## config.mk

```make
export PLATFORM = sky130hd
export DESIGN_NAME = sync_word_deframer_sign_magnitude_unit
export DESIGN_NICKNAME = d
export VERILOG_FILES = /design/src/rtl/core/swd_sm_pkg.sv /design/src/rtl/core/sync_word_deframer_sign_magnitude_unit.sv
export SDC_FILE = /design/constraint.sdc
export NUM_CORES = 1
export LEC_CHECK = 0
export ABC_CLOCK_PERIOD_IN_PS = 2330
export BUFFER_PORTS_ARGS = -buffer_cell sky130_fd_sc_hd__buf_4
export CAP_MARGIN = 25
export CORE_ASPECT_RATIO = 0.8
export CORE_MARGIN = 2
export CORE_UTILIZATION = 35
export DETAILED_ROUTE_END_ITERATION = 6
export HOLD_SLACK_MARGIN = 0.1
export PLACE_DENSITY = 0.66
export RECOVER_POWER = 50
export SLEW_MARGIN = 20
export SYNTH_ARGS = -nofsm -noshare
export SYNTH_HDL_FRONTEND = slang
export SYNTH_SLANG_ARGS = --single-unit
```

## constraint.sdc

```tcl
create_clock -name clk -period 2.33 [get_ports clk]
set_input_delay 0.233 -clock clk [delete_from_list [all_inputs] [get_ports clk]]
set_output_delay 0.233 -clock clk [all_outputs]
set_load 0.01 [all_outputs]
```

## src/rtl/core/swd_sm_pkg.sv

```systemverilog
`default_nettype none

package swd_sm_pkg;

  localparam int unsigned PAYLOAD_WORDS = 18;

  localparam int unsigned BYTE_W  = 8;
  localparam int unsigned WORD_W  = 16;
  localparam int unsigned INDEX_W = 5;
  localparam int unsigned COUNT_W = 6;

  localparam logic [BYTE_W-1:0] SYNC_BYTE = 8'hFF;

  localparam logic [INDEX_W:0] LAST_INDEX = (INDEX_W + 1)'(PAYLOAD_WORDS - 1);

  // sign-magnitude to two's complement, negative zero maps to zero
  function automatic logic signed [WORD_W-1:0] sm_to_twos(input logic [WORD_W-1:0] w);
    logic [WORD_W-1:0] mag;
    mag = {1'b0, w[WORD_W-2:0]};
    if (w[WORD_W-1]) begin
      return signed'(WORD_W'(-mag));
    end
    return signed'(mag);
  endfunction

endpackage

`default_nettype wire

```

## src/rtl/core/sync_word_deframer_sign_magnitude_unit.sv

```systemverilog
// a byte that completes a word shows its result in the cycle after acceptance; the single
// result register refills in the cycle it drains; one byte per cycle unless output stalls
// a byte that completes no word only updates the framing state
// reset (synchronous, active high): hunting for the header, no sync byte seen, result empty
`default_nettype none

module sync_word_deframer_sign_magnitude_unit (
  input  wire                                           clk,
  input  wire                                           rst,
  input  wire                                           byte_valid,
  output logic                                          byte_ready,
  input  wire  [swd_sm_pkg::BYTE_W-1:0]                 rx_byte,
  output logic                                          word_valid,
  input  wire                                           word_ready,
  output logic signed [swd_sm_pkg::WORD_W-1:0]          word_value,
  output logic [swd_sm_pkg::INDEX_W-1:0]                word_index,
  output logic                                          frame_last
);

  logic                               in_frame;
  logic                               prev_was_sync;
  logic [swd_sm_pkg::COUNT_W-1:0]     byte_count;
  logic [swd_sm_pkg::BYTE_W-1:0]      high_byte;

  logic                               accept;
  logic                               is_sync;
  logic                               word_done;
  logic [swd_sm_pkg::INDEX_W-1:0]     idx;
  logic                               last;

  assign byte_ready = !word_valid || word_ready;
  assign accept     = byte_valid && byte_ready;
  assign is_sync    = (rx_byte == swd_sm_pkg::SYNC_BYTE);
  assign idx        = byte_count[swd_sm_pkg::COUNT_W-1:1];
  assign last       = ({1'b0, idx} >= swd_sm_pkg::LAST_INDEX);
  assign word_done  = in_frame && byte_count[0];

  always_ff @(posedge clk) begin
    if (rst) begin
      in_frame      <= 1'b0;
      prev_was_sync <= 1'b0;
      byte_count    <= '0;
      high_byte     <= '0;
      word_valid    <= 1'b0;
    end else begin
      if (word_valid && word_ready) begin
        word_valid <= 1'b0;
      end
      if (accept) begin
        if (!in_frame) begin
          if (prev_was_sync && is_sync) begin
            in_frame      <= 1'b1;
            byte_count    <= '0;
            prev_was_sync <= 1'b0;
          end else begin
            prev_was_sync <= is_sync;
          end
        end else if (!byte_count[0]) begin
          high_byte  <= rx_byte;
          byte_count <= byte_count + 1'b1;
        end else begin
          word_valid <= 1'b1;
          if (last) begin
            in_frame      <= 1'b0;
            prev_was_sync <= 1'b0;
            byte_count    <= '0;
          end else begin
            byte_count <= byte_count + 1'b1;
          end
        end
      end
    end
  end

  // result payload, loaded with the low byte of each word
  always_ff @(posedge clk) begin
    if (accept && word_done) begin
      word_value <= swd_sm_pkg::sm_to_twos({high_byte, rx_byte});
      word_index <= idx;
      frame_last <= last;
    end
  end

endmodule

`default_nettype wire

```

==> flow_summary.toml <==
[die]
placeableCoreArea_sq_um = 4710
boundaryPins = 36
design.die.area_sq_um = 5580
die_h_microns = 67.2
placement_rows = 22
start_util_pct = 37.1
fp.dieW_microns = 83.0

[grt]
total_routing_resource_utilization_after_global_routing_pct = 12.8
first_pass_grt_wire_length_microns = 5440
first_global_vias = 1107
grt_start_max_net_pins = 23
antenna_found_initial = 0
grt_overflow_total = 0

[clocking]
postCtsHoldBufs = 0
post-cts-setup-buffers = 0
clk_pin_slew_worst_setup_hold_paths_ns = 0.07
clock-root-buffer = "clkbuf_8"
cts_max_path_buffers = 2
cts_tree = "yes"
number_of_buffers_created_by_cts = 5
numClockSinks = 39
post_cts_resized = 0
clock_insertion_delay_worst_skew_ns = 0.29
h-tree-depth = 2

[drt]
detail_route.iter0.violations = 103
drt-wirelength-per-cell_microns = 13.5
drtPass1Iterations = 4
detail_route.drc_violations = 0
num_vias = 1239
detail-route-antenna-nets = 0
detail_route.wirelength_microns = 3390
drt-vias-per-instance = 4.94

[finish]
antenna-diode-count = 0
post_route_cells_drive_above_1_share_pct = 11.5
layout.cells.most_common_list = "28 x clkbuf_1, 22 x edfxtp_1, 17 x dfxtp_1"
finished_cell_area_sq_um = 2050
postLayoutCoreUtil_pct = 43.5
layout.cells.most_common = "clkbuf_1"
fin_nets = 205
synthesis_to_layout_area_growth_pct = 17.3

[synth]
synth_seq_cells = 39
post_synth.cell_area_avg_sq_um = 11.4
yosysWarningCount = 0
post_synth_main_area_contributors = "edfxtp_1 38%, dfxtp_1 19%, xnor2_1 7.0%"
synth_area_sq_um = 1750
ys_types = 35
sequential_element_share_of_the_synthesized_area_pct = 57.3
syn_nets = 169
synth_area_leader_cell = "edfxtp_1"
syn_inst = 154
netlist.area_leader.share_pct = 37.8

[sta]
max_clock_freq_ghz = 0.529
worstMarginPinSlew_ns = 0.582
report.final.slew_viol_count = 0
setup_violations = 0
final_min_period_over_clock_period_pct = 81.1
tns_ns = 0
worst_slew_margin_rel_pct = 60.9
finalHoldViolations = 0
period_needed_ns = 1.89
rsz0062_at_grt = "false"
timing.clock.skew_ns = 0.00808

[worst_setup_path]
worst_setup_path_class = "in2reg"
critPathSlowestCell = "or4_1"
chain_of_cells_forming_the_critical_path = "clkbuf_1 -> or4_1 -> or4_1 -> nand2b_4 -> o31a_2"
worstPathArrival_ns = 1.93
crit_required_ns = 2.37
setup.worst_path.start_class = "input pin"
cp_slowest_stage_delay_ns = 0.55
cp_max_fo = 6
timing.critical_path.to_type = "flip-flop"
critical-path-top-cell-by-count = "or4_1"

[placed_design]
postPlaceCellArea_sq_um = 2070
placement.io_buffers = 35
dp_hpwl_microns = 2430
place_congestion = 0.811

[power_and_ir_drop]
p_total_uw = 1200
worst_ir_drop_vdd_v = 0.000186
p_leak_uw = 0.000749
power_density_cells_nw_per_um2 = 585

[run]
cap_viol_max_count = 0

[run_status]
status = "complete, no violations"

[worst_hold_path]
holdCritPathClass = "in2reg"
routing by layer:
layer | global-route usage [%] | vias up | routed length (microns) | part of all wire [%]
met4 | 6.15 | 0 | 65 | 1.9
met3 | 4.40 | 5 | 218 | 6.4
met5 | 0 | - | 0 | 0
li1 | - | 629 | - | -
met2 | 17.7 | 48 | 1400 | 41
met1 | 17.9 | 557 | 1710 | 50
worst max-delay path, delay by kind of cell:
family / cells / cell delay, ns
simple gates: 3 / 1.23
compound gates: 1 / 0.34
buf+inv: 1 / 0.13
Yosys cell counts, drive strengths merged:
cell and n:
a21boi 1, a21o 2, a21oi 2, a311oi 1
a31oi 2, and2 1, clkbuf 7, dfxtp 17
edfxtp 22, ha 3, inv 5, mux2i 8
nand2 10, nand2b 4, nand3 6, nand4 1
nor2 16, nor2b 1, nor3 2, nor4 4
o21ai 8, o22ai 1, o2bb2ai 1, o31a 2
o31ai 4, o41ai 1, or2 1, or3 3
or3b 1, or4 3, xnor2 14
metrics by stage:
step                worst slack (ns)  std cells  hold slack, ns
finish                         0.440        251           0.228
global route                   0.372        251           0.231
CTS                            0.510        251           0.158
detailed placement             0.198        243           0.463
global placement               0.231        243           0.457
floorplan                      0.392        154           0.332
state kept, by name, indices dropped and copies added, names as in the netlist:
register	cells
word_value	16
high_byte	8
byte_count	6
word_index	5
frame_last	1
in_frame	1
prev_was_sync	1
word_valid	1
cell type report:
cell class	instances	area, sq um
fillers	451	2660
flip-flops and latches	39	1000
multi-input cells	103	698
repair buffers	36	176
clock buffers	8	80.1
well taps	60	75.1
inverters	5	18.8
path summary, 6_finish.rpt:
path,start,to,slack (ns),cells past startpoint
worst min-delay path,rx_byte[1],high_byte[1],0.23,3
worst max register to register,byte_count[1],byte_count[2],0.54,5
worst min register to register,byte_count[4],word_index[3],0.52,0
worst max-delay path,rx_byte[0],word_value[15],0.44,5
cell families after synthesis:
| group | share of synthesized area, % |
|---|---|
| flops | 57.3 |
| compound gates | 10.7 |
| xor+xnor | 7.02 |
| buf+inv | 2.58 |
| mux | 4.58 |
| simple gates | 15.7 |
| fa+ha+maj | 2.15 |
where the power goes:
part	switching (uW)	internal [uW]	total [uW]	leakage, uW
logic	28.7	21.0	49.7	0.000361
registers	0.0399	721	721	0.000349
clock network	215	212	427	0.0000395
total	244	955	1200	0.000749
Power figures use the tool's default switching activity.
